===== src/rtl/rgd_pkg.sv =====
// Shared types and constants for the run-length glyph decoder.
// Used by the decoder modules other than rgd_ram and by its checker; depends on nothing.
`default_nettype none

package rgd_pkg;

  localparam int PIXEL_COUNT_BITS_DEF = 16;
  localparam int TABLE_DEPTH_DEF      = 256;

  // Entries of the result queue between the front and the back.
  localparam int QUEUE_DEPTH = 4;
  localparam int QPTR_W      = $clog2(QUEUE_DEPTH);
  localparam int QCNT_W      = $clog2(QUEUE_DEPTH + 1);

  localparam int COLOUR_W = 8;

  localparam logic [1:0] CMD_STREAM = 2'd0;
  localparam logic [1:0] CMD_START  = 2'd1;
  localparam logic [1:0] CMD_WRITE  = 2'd2;

  localparam logic [7:0] CTRL_MARK   = 8'h80;
  localparam logic [8:0] REPEAT_BASE = 9'h101;
  localparam logic [7:0] RUN_MAX     = 8'd128;

  typedef struct packed {
    logic [1:0]  command;
    logic [7:0]  stream_byte;
    logic [15:0] glyph_pixels;
    logic [7:0]  entry_index;
    logic [7:0]  entry_colour;
  } in_item_t;

  typedef struct packed {
    logic [7:0] pixel_colour;
    logic [7:0] run_length;
    logic       glyph_done;
    logic       clipped;
  } out_item_t;

  // A run decided by the front, waiting for its colour from the table.
  typedef struct packed {
    logic       valid;
    logic [7:0] run_length;
    logic       glyph_done;
    logic       clipped;
  } stage_t;

endpackage

`default_nettype wire


===== src/rtl/rgd_ram.sv =====
// Generic single-port-write, single-port-read RAM with a registered read.
// Standalone; holds the colour translation table of the decoder.
`default_nettype none

module rgd_ram #(
  parameter int WIDTH = 8,
  parameter int DEPTH = 256
) (
  input  wire logic                     clk,
  input  wire logic                     we,
  input  wire logic [$clog2(DEPTH)-1:0] waddr,
  input  wire logic [WIDTH-1:0]         wdata,
  input  wire logic                     re,
  input  wire logic [$clog2(DEPTH)-1:0] raddr,
  output logic      [WIDTH-1:0]         rdata
);

  logic [WIDTH-1:0] mem_r [DEPTH];

  always_ff @(posedge clk) begin
    if (we) begin
      mem_r[waddr] <= wdata;
    end
    if (re) begin
      rdata <= mem_r[raddr];
    end
  end

endmodule

`default_nettype wire


===== src/rtl/rgd_front.sv =====
// Front end of the decoder: takes each beat, parses control bytes, counts
// pixels and issues table reads and writes. Depends on rgd_pkg.
`default_nettype none

module rgd_front import rgd_pkg::*; #(
  parameter int PIXEL_COUNT_BITS = PIXEL_COUNT_BITS_DEF,
  parameter int TABLE_DEPTH      = TABLE_DEPTH_DEF,
  localparam int TBL_AW          = $clog2(TABLE_DEPTH)
) (
  input  wire logic              clk,
  input  wire logic              rst_n,
  input  wire logic              in_acc,
  input  wire in_item_t          in_item,
  output logic                   tbl_we,
  output logic [TBL_AW-1:0]      tbl_waddr,
  output logic [COLOUR_W-1:0]    tbl_wdata,
  output logic                   tbl_re,
  output logic [TBL_AW-1:0]      tbl_raddr,
  output stage_t                 stg
);

  typedef enum logic [2:0] {
    PH_CONTROL = 3'b001,
    PH_LITERAL = 3'b010,
    PH_REPEAT  = 3'b100
  } phase_t;

  phase_t                      phase_r, phase_nxt;
  logic [7:0]                  lit_r, lit_nxt;
  logic [7:0]                  rep_r, rep_nxt;
  logic [PIXEL_COUNT_BITS-1:0] pix_r, pix_nxt;
  stage_t                      stg_r, stg_nxt;

  // Byte to table entry, reduced modulo the table depth by a constant table.
  logic [TBL_AW-1:0] mod_tab [256];

  for (genvar g = 0; g < 256; g++) begin : g_mod
    localparam int unsigned ModV = g % TABLE_DEPTH;
    assign mod_tab[g] = TBL_AW'(ModV);
  end

  logic [PIXEL_COUNT_BITS+15:0] load_wide;
  logic [PIXEL_COUNT_BITS+7:0]  run_wide;
  logic [PIXEL_COUNT_BITS-1:0]  run_ext;
  logic [PIXEL_COUNT_BITS-1:0]  run_eff;
  logic [PIXEL_COUNT_BITS-1:0]  pix_after;
  logic [7:0]                   run_len;
  logic [8:0]                   rep_calc;
  logic                         run_clip;
  logic                         is_stream;

  assign is_stream = in_acc && (in_item.command == CMD_STREAM);

  assign tbl_we    = in_acc && (in_item.command == CMD_WRITE);
  assign tbl_waddr = mod_tab[in_item.entry_index];
  assign tbl_wdata = in_item.entry_colour;
  assign tbl_re    = is_stream;
  assign tbl_raddr = mod_tab[in_item.stream_byte];

  assign load_wide = {{PIXEL_COUNT_BITS{1'b0}}, in_item.glyph_pixels};
  assign run_len   = (phase_r == PH_LITERAL) ? 8'd1 : rep_r;
  assign run_wide  = {{PIXEL_COUNT_BITS{1'b0}}, run_len};
  assign run_ext   = run_wide[PIXEL_COUNT_BITS-1:0];
  assign run_clip  = run_ext > pix_r;
  assign run_eff   = run_clip ? pix_r : run_ext;
  assign pix_after = pix_r - run_eff;
  assign rep_calc  = REPEAT_BASE - {1'b0, in_item.stream_byte};

  always_comb begin
    phase_nxt = phase_r;
    lit_nxt   = lit_r;
    rep_nxt   = rep_r;
    pix_nxt   = pix_r;
    stg_nxt   = '0;
    stg_nxt.run_length = run_eff[7:0];
    stg_nxt.glyph_done = (pix_after == '0);
    stg_nxt.clipped    = run_clip;
    if (in_acc) begin
      case (in_item.command)
        CMD_START: begin
          pix_nxt = load_wide[PIXEL_COUNT_BITS-1:0];
        end
        CMD_STREAM: begin
          case (phase_r)
            PH_LITERAL: begin
              if (pix_r != '0) begin
                stg_nxt.valid = 1'b1;
                pix_nxt       = pix_after;
              end
              lit_nxt = lit_r - 8'd1;
              if (lit_nxt == 8'd0) begin
                phase_nxt = PH_CONTROL;
              end
            end
            PH_REPEAT: begin
              if (pix_r != '0) begin
                stg_nxt.valid = 1'b1;
                pix_nxt       = pix_after;
              end
              rep_nxt   = 8'd0;
              phase_nxt = PH_CONTROL;
            end
            default: begin
              if (in_item.stream_byte < CTRL_MARK) begin
                lit_nxt   = in_item.stream_byte + 8'd1;
                phase_nxt = PH_LITERAL;
              end else if (in_item.stream_byte > CTRL_MARK) begin
                rep_nxt   = rep_calc[7:0];
                phase_nxt = PH_REPEAT;
              end else begin
                phase_nxt = PH_CONTROL;
              end
            end
          endcase
        end
        default: begin
        end
      endcase
    end
  end

  always_ff @(posedge clk) begin
    if (!rst_n) begin
      phase_r <= PH_CONTROL;
      lit_r   <= 8'd0;
      rep_r   <= 8'd0;
      pix_r   <= '0;
      stg_r   <= '0;
    end else begin
      phase_r <= phase_nxt;
      lit_r   <= lit_nxt;
      rep_r   <= rep_nxt;
      pix_r   <= pix_nxt;
      stg_r   <= stg_nxt;
    end
  end

  assign stg = stg_r;

endmodule

`default_nettype wire


===== src/rtl/rgd_queue.sv =====
// Short FIFO of finished runs between the front end and the output stage.
// Depends on rgd_pkg for the entry type and the depth.
`default_nettype none

module rgd_queue import rgd_pkg::*; (
  input  wire logic        clk,
  input  wire logic        rst_n,
  input  wire logic        push,
  input  wire out_item_t   push_data,
  input  wire logic        pop,
  output out_item_t        pop_data,
  output logic             empty,
  output logic [QCNT_W-1:0] count
);

  out_item_t          mem_r [QUEUE_DEPTH];
  logic [QPTR_W-1:0]  wr_ptr_r, wr_ptr_nxt;
  logic [QPTR_W-1:0]  rd_ptr_r, rd_ptr_nxt;
  logic [QCNT_W-1:0]  cnt_r, cnt_nxt;

  always_comb begin
    wr_ptr_nxt = wr_ptr_r;
    rd_ptr_nxt = rd_ptr_r;
    cnt_nxt    = cnt_r;
    if (push) begin
      wr_ptr_nxt = (wr_ptr_r == QPTR_W'(QUEUE_DEPTH - 1)) ? '0 : wr_ptr_r + 1'b1;
    end
    if (pop) begin
      rd_ptr_nxt = (rd_ptr_r == QPTR_W'(QUEUE_DEPTH - 1)) ? '0 : rd_ptr_r + 1'b1;
    end
    if (push && !pop) begin
      cnt_nxt = cnt_r + 1'b1;
    end else if (pop && !push) begin
      cnt_nxt = cnt_r - 1'b1;
    end
  end

  always_ff @(posedge clk) begin
    if (!rst_n) begin
      wr_ptr_r <= '0;
      rd_ptr_r <= '0;
      cnt_r    <= '0;
    end else begin
      wr_ptr_r <= wr_ptr_nxt;
      rd_ptr_r <= rd_ptr_nxt;
      cnt_r    <= cnt_nxt;
    end
  end

  always_ff @(posedge clk) begin
    if (push) begin
      mem_r[wr_ptr_r] <= push_data;
    end
  end

  assign pop_data = mem_r[rd_ptr_r];
  assign empty    = (cnt_r == '0);
  assign count    = cnt_r;

endmodule

`default_nettype wire


===== src/rtl/rgd_back.sv =====
// Output stage: moves runs from the queue into the result register.
// Depends on rgd_pkg for the result type.
`default_nettype none

module rgd_back import rgd_pkg::*; (
  input  wire logic      clk,
  input  wire logic      rst_n,
  input  wire logic      q_empty,
  input  wire out_item_t q_data,
  output logic           q_pop,
  output logic           out_valid,
  input  wire logic      out_stall,
  output out_item_t      out_item
);

  logic      out_valid_r, out_valid_nxt;
  out_item_t out_item_r;

  // Refill the register whenever it is empty or its beat is taken this cycle.
  assign q_pop = !q_empty && (!out_valid_r || !out_stall);

  always_comb begin
    out_valid_nxt = out_valid_r && out_stall;
    if (q_pop) begin
      out_valid_nxt = 1'b1;
    end
  end

  always_ff @(posedge clk) begin
    if (!rst_n) begin
      out_valid_r <= 1'b0;
    end else begin
      out_valid_r <= out_valid_nxt;
    end
  end

  always_ff @(posedge clk) begin
    if (q_pop) begin
      out_item_r <= q_data;
    end
  end

  assign out_valid = out_valid_r;
  assign out_item  = out_item_r;

endmodule

`default_nettype wire


===== src/rtl/rle_glyph_decoder.sv =====
// Top level of the run-length glyph decoder.
// Instantiates rgd_front, rgd_ram, rgd_queue and rgd_back; depends on rgd_pkg.
//
//   channel  direction  payload      handshake
//   in_      input      in_item_t    in_valid / in_stall
//   out_     output     out_item_t   out_valid / out_stall
//
// One beat is taken per cycle when the output side keeps up; once its byte is
// taken, a run passes the table read, the queue and the output register to out_.
// in_stall rises once the four-entry queue plus the run in flight would fill it.
// Reset clears the parse state, the pixel count and the queue; the colour table
// is not cleared and needs no sweep, so beats are taken right after reset.
`default_nettype none

module rle_glyph_decoder import rgd_pkg::*; #(
  parameter int PIXEL_COUNT_BITS = PIXEL_COUNT_BITS_DEF,
  parameter int TABLE_DEPTH      = TABLE_DEPTH_DEF
) (
  input  wire logic      clk,
  input  wire logic      rst_n,
  input  wire logic      in_valid,
  output logic           in_stall,
  input  wire in_item_t  in_item,
  output logic           out_valid,
  input  wire logic      out_stall,
  output out_item_t      out_item
);

  localparam int TBL_AW = $clog2(TABLE_DEPTH);

  logic                  in_acc;
  logic                  tbl_we;
  logic [TBL_AW-1:0]     tbl_waddr;
  logic [COLOUR_W-1:0]   tbl_wdata;
  logic                  tbl_re;
  logic [TBL_AW-1:0]     tbl_raddr;
  logic [COLOUR_W-1:0]   tbl_rdata;
  stage_t                stg;
  out_item_t             q_push_data;
  out_item_t             q_data;
  logic                  q_pop;
  logic                  q_empty;
  logic [QCNT_W-1:0]     q_count;
  logic [QCNT_W:0]       q_load;

  // The run in the table stage always enters the queue next cycle, so it
  // counts against the free space.
  assign q_load   = {1'b0, q_count} + {{QCNT_W{1'b0}}, stg.valid};
  assign in_stall = q_load >= (QCNT_W + 1)'(QUEUE_DEPTH);
  assign in_acc   = in_valid && !in_stall;

  rgd_front #(
    .PIXEL_COUNT_BITS (PIXEL_COUNT_BITS),
    .TABLE_DEPTH      (TABLE_DEPTH)
  ) u_front (
    .clk       (clk),
    .rst_n     (rst_n),
    .in_acc    (in_acc),
    .in_item   (in_item),
    .tbl_we    (tbl_we),
    .tbl_waddr (tbl_waddr),
    .tbl_wdata (tbl_wdata),
    .tbl_re    (tbl_re),
    .tbl_raddr (tbl_raddr),
    .stg       (stg)
  );

  rgd_ram #(
    .WIDTH (COLOUR_W),
    .DEPTH (TABLE_DEPTH)
  ) u_table (
    .clk   (clk),
    .we    (tbl_we),
    .waddr (tbl_waddr),
    .wdata (tbl_wdata),
    .re    (tbl_re),
    .raddr (tbl_raddr),
    .rdata (tbl_rdata)
  );

  always_comb begin
    q_push_data.pixel_colour = tbl_rdata;
    q_push_data.run_length   = stg.run_length;
    q_push_data.glyph_done   = stg.glyph_done;
    q_push_data.clipped      = stg.clipped;
  end

  rgd_queue u_queue (
    .clk       (clk),
    .rst_n     (rst_n),
    .push      (stg.valid),
    .push_data (q_push_data),
    .pop       (q_pop),
    .pop_data  (q_data),
    .empty     (q_empty),
    .count     (q_count)
  );

  rgd_back u_back (
    .clk       (clk),
    .rst_n     (rst_n),
    .q_empty   (q_empty),
    .q_data    (q_data),
    .q_pop     (q_pop),
    .out_valid (out_valid),
    .out_stall (out_stall),
    .out_item  (out_item)
  );

endmodule

`default_nettype wire


===== config.mk =====
export PLATFORM = sky130hd
export DESIGN_NAME = rle_glyph_decoder
export DESIGN_NICKNAME = d
export VERILOG_FILES = /design/src/rtl/rgd_pkg.sv /design/src/rtl/rgd_ram.sv /design/src/rtl/rgd_front.sv /design/src/rtl/rgd_queue.sv /design/src/rtl/rgd_back.sv /design/src/rtl/rle_glyph_decoder.sv
export SDC_FILE = /design/constraint.sdc
export NUM_CORES = 2
export LEC_CHECK = 0
export BUFFER_PORTS_ARGS = -buffer_cell sky130_fd_sc_hd__buf_2
export CAP_MARGIN = 20
export CORE_UTILIZATION = 60
export CTS_CLUSTER_SIZE = 30
export DETAILED_ROUTE_END_ITERATION = 8
export PLACE_DENSITY = 0.76
export SKIP_CTS_REPAIR_TIMING = 1
export SYNTH_ARGS = -nofsm -noshare
export SYNTH_HDL_FRONTEND = slang
export SYNTH_SLANG_ARGS = --single-unit

===== constraint.sdc =====
create_clock -name clk -period 8.3 [get_ports clk]
set_clock_uncertainty 0.2 [all_clocks]
set_input_delay 1.245 -clock clk [delete_from_list [all_inputs] [get_ports clk]]
set_output_delay 1.245 -clock clk [all_outputs]
set_load 0.02 [all_outputs]

==> Word level (Yosys, flattened, before mapping) <==
Memory sizes are Yosys's and may differ from the RTL's. A register that Yosys moved wholly into a read port is not among the register bits.
Index checks and enable logic that the tools add are counted.
{ "classes": {"n_addsub": 9, "n_lt_le_gt_ge": 6, "n_eq_ne": 10, "n_mux": 28, "n_bitwise": 4, "reduce_logical": 29} }
{ "op_table": {"columns": ["cell", "n"], "rows": [
  ["$mux W8", 8],
  ["$mux W16", 3],
  ["$pmux W16 S2", 1],
  ["$pmux W8 S2", 2],
  ["$ge A9 B9 Y1 const B", 2],
  ["$not A8 Y9", 2],
  ["$gt A8 B16 Y1", 1],
  ["$logic_not A16 Y1", 1],
  ["$reduce_bool A16 Y1", 1],
  ["$sub A16 B16 Y16", 1],
  ["$mux W3", 5],
  ["$reduce_and A4 Y1", 3],
  ["$add A8 B1 Y8 const B", 1],
  ["$gt A8 B8 Y1 const B", 1],
  ["$logic_not A8 Y1", 1],
  ["$lt A8 B8 Y1 const B", 1],
  ["$ne A2 B2 Y1 const B", 4],
  ["$reduce_bool A2 Y1", 4],
  ["$sub A1 B8 Y8 const A", 1],
  ["$sub A8 B1 Y8 const B", 1],
  ["$logic_and A1 B1 Y1", 7],
  ["$eq A2 B2 Y1 const B", 3],
  ["$logic_not A1 Y1", 6],
  ["$mux W1", 6],
  ["17 further kinds", 20]
]} }
{ "word_totals": {"reg_bits": 54, "ramBits": 2120, "mem_bits_ro": 4096, "output_inout_bits": 20, "memories": 4} }
{ "memory_table": {"columns": ["memory", "words", "word_bits", "rd", "rd_clocked_by_memory_dff", "wr", "line_no", "rtl"], "rows": [
  ["(no name shown)", 256, 8, 1, 0, 0, "rgd_front.sv:55", "assign tbl_waddr = mod_tab[in_item.entry_index];"],
  ["(no name shown)", 256, 8, 1, 0, 0, "rgd_front.sv:58", "assign tbl_raddr = mod_tab[in_item.stream_byte];"],
  ["u_table.mem_r", 256, 8, 1, 1, 1, "rgd_ram.sv:18", "logic [WIDTH-1:0] mem_r [DEPTH];"],
  ["u_queue.mem_r", 4, 18, 1, 1, 1, "rgd_queue.sv:16", "out_item_t mem_r [QUEUE_DEPTH];"]
]} }

==> Depth between registers and ports, before layout <==
{ "logic_depth": {"word_depth": 8, "mapped_depth": 21, "mapped_depth_nobuf": 19} }

==> By module <==
Synthesis repeated with hierarchy kept, for this count alone.
{ "unflattened": {"cells_unflattened": 4349, "hier_area_um2": 86930.9} }
{ "by_module_without_submodules": {"columns": ["mod", "instances", "cells_per_inst", "area_per_inst_um2"], "rows": [
  ["rgd_ram", 1, 3733, 79636.4],
  ["rgd_front", 1, 454, 3603.5],
  ["rgd_queue", 1, 137, 3089.2],
  ["rgd_back", 1, 22, 580.6],
  ["rle_glyph_decoder", 1, 3, 21.3]
]} }

==> Least setup slack after synthesis <==
OpenSTA, ideal clock, no wires.
{ "synth_timing": {"kind": "flip-flop to flip-flop", "from": "register u_front.phase_r[1]", "to": "register u_front.pix_r[14]", "t_arrival_ns": 4.403, "required_ns": 7.980, "path_slack_ns": 3.577, "path_stages_with_launch": 22, "path_buffers": 2, "period_less_slack_ns": 4.723, "path_cell_list": "dfxtp_1 or3b_1 clkbuf_1 and2_1 ha_1 nor2b_1 o21a_1 o21ai_0 a21oi_1 o31a_1 buf_2 mux2i_1 ha_1 inv_1 fa_1 a21o_1 a21oi_1 o21ai_0 a21o_1 a21oi_1 a31oi_1 a211o_1"} }
{ "synth_via": {"elab_chain_len": 8, "elab_cells_between_ends": 12, "classes_between": "add/sub (1); order compare (1); eq/ne (3); mux (5); reduce/logical (2)"} }
{ "synth_rtl": {"columns": ["element", "line_no", "rtl"], "rows": [
  ["start, declared", "rgd_front.sv:28", "phase_t phase_r, phase_nxt;"],
  ["start signal, assigned", "rgd_front.sv:130", "phase_r <= phase_nxt;"],
  ["$eq A3 B2 Y1 (*)", "rgd_front.sv:61", "assign run_len = (phase_r == PH_LITERAL) ? 8'd1 : rep_r;"],
  ["$mux W8 (*)", "rgd_front.sv:61", null],
  ["$gt A8 B16 Y1", "rgd_front.sv:64", "assign run_clip = run_ext > pix_r;"],
  ["$mux W16 (*)", "rgd_front.sv:65", "assign run_eff = run_clip ? pix_r : run_ext;"],
  ["named net u_front.run_eff[0]", "rgd_front.sv:45", "logic [PIXEL_COUNT_BITS-1:0] run_eff;"],
  ["$sub A16 B16 Y16 (*)", "rgd_front.sv:66", "assign pix_after = pix_r - run_eff;"],
  ["$mux W16 (*)", "rgd_front.sv:86, rgd_front.sv:96", null],
  ["$mux W16 (*)", null, null],
  ["$pmux W16 S2 (*)", "rgd_front.sv:79", "case (in_item.command)"],
  ["end signal, assigned", "rgd_front.sv:133", "pix_r <= pix_nxt;"],
  ["end, declared", "rgd_front.sv:31", "logic [PIXEL_COUNT_BITS-1:0] pix_r, pix_nxt;"]
]} }
The timed path passes the listed nets; every way through them passes the cells marked *. The select of a mux whose other input is x is not followed.
A chain may end at the register's enable or synchronous reset.

==> Worst setup path in the final report <==
{ "layout_timing": {"from": "register u_front.phase_r[1]", "to": "register u_front.pix_r[15]"} }
{ "layout_via": {"elab_chain_len": 8, "elab_cells_between_ends": 12, "classes_between": "add/sub (1); order compare (1); eq/ne (3); mux (5); reduce/logical (2)"} }
{ "layout_rtl": {"columns": ["element", "line_no"], "rows": [
  ["$eq A3 B2 Y1", "rgd_front.sv:61, rgd_front.sv:84"],
  ["$mux W8", "rgd_front.sv:61"],
  ["$gt A8 B16 Y1", "rgd_front.sv:64"],
  ["$mux W16", "rgd_front.sv:65"],
  ["$sub A16 B16 Y16", "rgd_front.sv:66"],
  ["$mux W16", "rgd_front.sv:86, rgd_front.sv:96"],
  ["$mux W16", null],
  ["$pmux W16 S2", "rgd_front.sv:79"]
]} }
Parallel ways exist; a longest one is shown, timed or not. The select of a mux whose other input is x is not followed.

==> impl_metrics.env <==
export IMPL_place_area_um2=88700
export IMPL_status="finished clean"
export IMPL_grt_max_degree=154
export IMPL_synth_xor_xnor_area_share_pct=0.182
export IMPL_crit_type="reg -> reg"
export IMPL_final_period_utilization_pct=65.7
export IMPL_register_area_um2=65500
export IMPL_drive_gt1_share_pct=20.4
export IMPL_p_leak_nw=29.7
export IMPL_rsz0062_at_grt="no"
export IMPL_die_h_um=382
export IMPL_dieArea_um2=146000
export IMPL_cp_required_ns=8.85
export IMPL_via_count=45300
export IMPL_final_common_cell="edfxtp_1"
export IMPL_synth_compound_area_share_pct=4.08
export IMPL_avgSynthCellArea_um2=20.0
export IMPL_synth_seq_cells=2200
export IMPL_max_slew_margin_pct=17.3
export IMPL_holdWs_ns=0.282
export IMPL_core_area_um2=143000
export IMPL_firstDrtPassIters=6
export IMPL_tns_ns=0
export IMPL_clk_pin_slew_ns=0.06
export IMPL_async_flop_share_pct=0
export IMPL_syn_nets=4403
export IMPL_holdPathStages=2
export IMPL_nNetsFinal=4508
export IMPL_wl_um=222000
export IMPL_mostFrequentLayoutCells="2146 x edfxtp_1, 463 x mux4_2, 315 x nor2_1"
export IMPL_synth_ff_type="edfxtp_1"
export IMPL_netlist_area_um2=86600
export IMPL_synthToLayoutAreaGrowth_pct=10.0
export IMPL_rows=139
export IMPL_synthAdderAreaFrac_pct=0.437
export IMPL_synth_top_family_by_area="multiplexers"
export IMPL_cts_sinks=2200
export IMPL_hp_class="reg -> reg"
export IMPL_synthMuxAreaShare_pct=14.4
export IMPL_initial_core_util_pct=60.4
export IMPL_hold_end="u_front.rep_r[7]$_SDFFE_PN0P_"
export IMPL_rr_endpoint="u_front.pix_r[15]$_SDFFE_PN0P_"
export IMPL_finalCriticalPeriod_ns=5.46
export IMPL_cts_max_level=4
export IMPL_layoutNonFillerInstCount=6511
export IMPL_insertion_delay_ns=0.84
export IMPL_r2r_slack_ns=2.84
export IMPL_cp_end_kind="flip-flop"
export IMPL_finalHoldViolCount=0
export IMPL_grt_overflow_total=0
export IMPL_maxCapViolations=0
export IMPL_fmax_ghz=0.183
export IMPL_cts_buffers=205
export IMPL_cts_buffer_depth=3
export IMPL_multi_input_area_um2=19500
export IMPL_cts_tree="done"
export IMPL_grt_pass1_vias=44400
export IMPL_port_buffers=65
export IMPL_avgViaCountPerCell=6.96
export IMPL_synth_cell_type_count=78
export IMPL_min_from="u_front.rep_r[7]$_SDFFE_PN0P_"
export IMPL_synth_edff_count=2146
export IMPL_post_route_drc_count=0
export IMPL_syn_inst=4328
export IMPL_io_pins=66
export IMPL_drv_slew=0
export IMPL_detail_route_antenna_nets=0
export IMPL_regToRegStartpoint="u_front.phase_r[1]$_SDFFE_PN0P_"
export IMPL_cts_root_buf="clkbuf_16"
export IMPL_ys_seq_area_share_pct=75.7
export IMPL_r2r_cells=17
export IMPL_antenna_found_initial=8
export IMPL_grt_usage_pct=30.6
export IMPL_grt_pass1_wl_um=316000
export IMPL_crit_arrival_ns=6.01
export IMPL_dp_hpwl_um=130000
export IMPL_worst_path_max_fanout=18
export IMPL_synth_warnings=0
export IMPL_drtIter0Drc=7215
export IMPL_die_width_um=382
export IMPL_setup_viol=0
export IMPL_place_congestion=0.892
export IMPL_placedCellCount=6126
export IMPL_power_density_nw_per_um2=243
export IMPL_vdd_drop_max_v=0.000228
export IMPL_cp_start_kind="flip-flop"
export IMPL_design_area_um2=95200
export IMPL_worst_pin_slew_ns=1.24
export IMPL_yosys_area_share_simple_pct=3.34
export IMPL_wl_per_cell_um=34.1
export IMPL_nFillCells=8929
[routing by layer]
metal / vias up / share of wire [%] / routed length [um] / GRT usage (%)
li1: 18100 / - / - / -
met1: 23300 / 36 / 79700 / 42.4
met2: 3319 / 46 / 103000 / 46.0
met3: 572 / 13 / 28400 / 8.36
met4: 6 / 4.8 / 10700 / 13.6
met5: - / 0.018 / 40 / 0
[power by group]
group	switching (mW)	total (mW)	internal, mW	leakage (nW)
Combinational	1.06	1.62	0.560	6.88
Clock	4.00	9.11	5.11	3.12
Sequential	0.0661	12.4	12.3	19.7
[critical path, cell delays in order, from the launching register on]
cell and delay (ns):
dfxtp_1 0.41, nor3b_2 0.82, nor2_1 0.16, ha_1 0.23, nor2b_1 0.11, o21a_1 0.11
o21ai_0 0.07, a21oi_1 0.15, o31a_1 0.47, mux2i_1 0.42, ha_1 0.29, nor2b_1 0.12
o21ai_0 0.18, a21boi_0 0.17, o31a_1 0.32, o41ai_1 0.76, a311oi_1 0.20, nor3_1 0.19
[registers in the layout, indices dropped and copies added, names as in the netlist, 3 cells and up]
| register | cells |
|---|---|
| u_table.mem_r | 2048 |
| u_queue.mem_r | 72 |
| u_back.out_item | 18 |
| u_front.pix_r | 16 |
| u_front.stg | 11 |
| u_front.lit_r | 8 |
| u_front.rep_r | 8 |
| u_table.rdata | 8 |
| u_front.phase_r | 3 |
| u_queue.count | 3 |
[synth_stat cells, drive strengths merged (31+ instances only)]
| library cell | n | area, um^2 |
|---|---|---|
| edfxtp | 2146 | 64400 |
| clkbuf | 115 | 432 |
| mux4 | 465 | 10500 |
| nand3 | 53 | 265 |
| buf | 143 | 1080 |
| a21oi | 85 | 425 |
| dfxtp | 54 | 1080 |
| a22o | 31 | 272 |
| o221ai | 33 | 289 |
| a22oi | 76 | 571 |
| nand2 | 94 | 353 |
| nor2b | 45 | 282 |
| a211oi | 35 | 263 |
| o21ai | 54 | 270 |
| nor2 | 318 | 1190 |
| a221oi | 46 | 409 |
| mux2i | 189 | 1890 |
[worst max path at each step]
stage,startpoint,endpoint
final,u_front.phase_r[1]$_SDFFE_PN0P_,u_front.pix_r[15]$_SDFFE_PN0P_
after global routing,u_front.phase_r[1]$_SDFFE_PN0P_,u_front.pix_r[15]$_SDFFE_PN0P_
after CTS,u_front.phase_r[1]$_SDFFE_PN0P_,u_front.pix_r[11]$_SDFFE_PN0P_
after detailed placement,in_item[32],u_table.rdata[1]$_DFFE_PP_
after global placement,in_item[32],u_table.rdata[1]$_DFFE_PP_
after floorplan,u_front.phase_r[1]$_SDFFE_PN0P_,u_front.pix_r[14]$_SDFFE_PN0P_
[logic make-up (layout without fill, tap and decap cells)]
group / count (synthesis) / count (layout)
xor gates and xnor gates: 18 / 18
AOI/OAI and AO/OA: 496 / 496
buffers and inverters: 289 / 560
muxes: 661 / 661
and+or+nand+nor: 635 / 635
DFF: 2200 / 2200
other: 0 / 9
adders and majority gates: 29 / 29
[stage by stage]
step           setup slack, ns  utilization (%)  total power, mW
3_3_place_gp              2.69             61.9             14.2
4_1_cts                   2.86             66.4             23.1
3_5_place_dp              2.70             61.9             14.2
5_1_grt                   2.25             66.4             23.7
2_1_floorplan             3.58                -             13.5
6_report                  2.84             66.5             23.1
[final cells by class]
class                   instances  share of cell area, %
diodes                          9                 0.0236
clock buffers                 254                   5.65
clock inverters               119                   1.11
inverters                      31                  0.122
multi-input cells            1839                   20.5
flip-flops and latches       2200                   68.8
well taps                    1903                   2.50
repair buffers                156                   1.33
(Power assumes the default switching activity.)
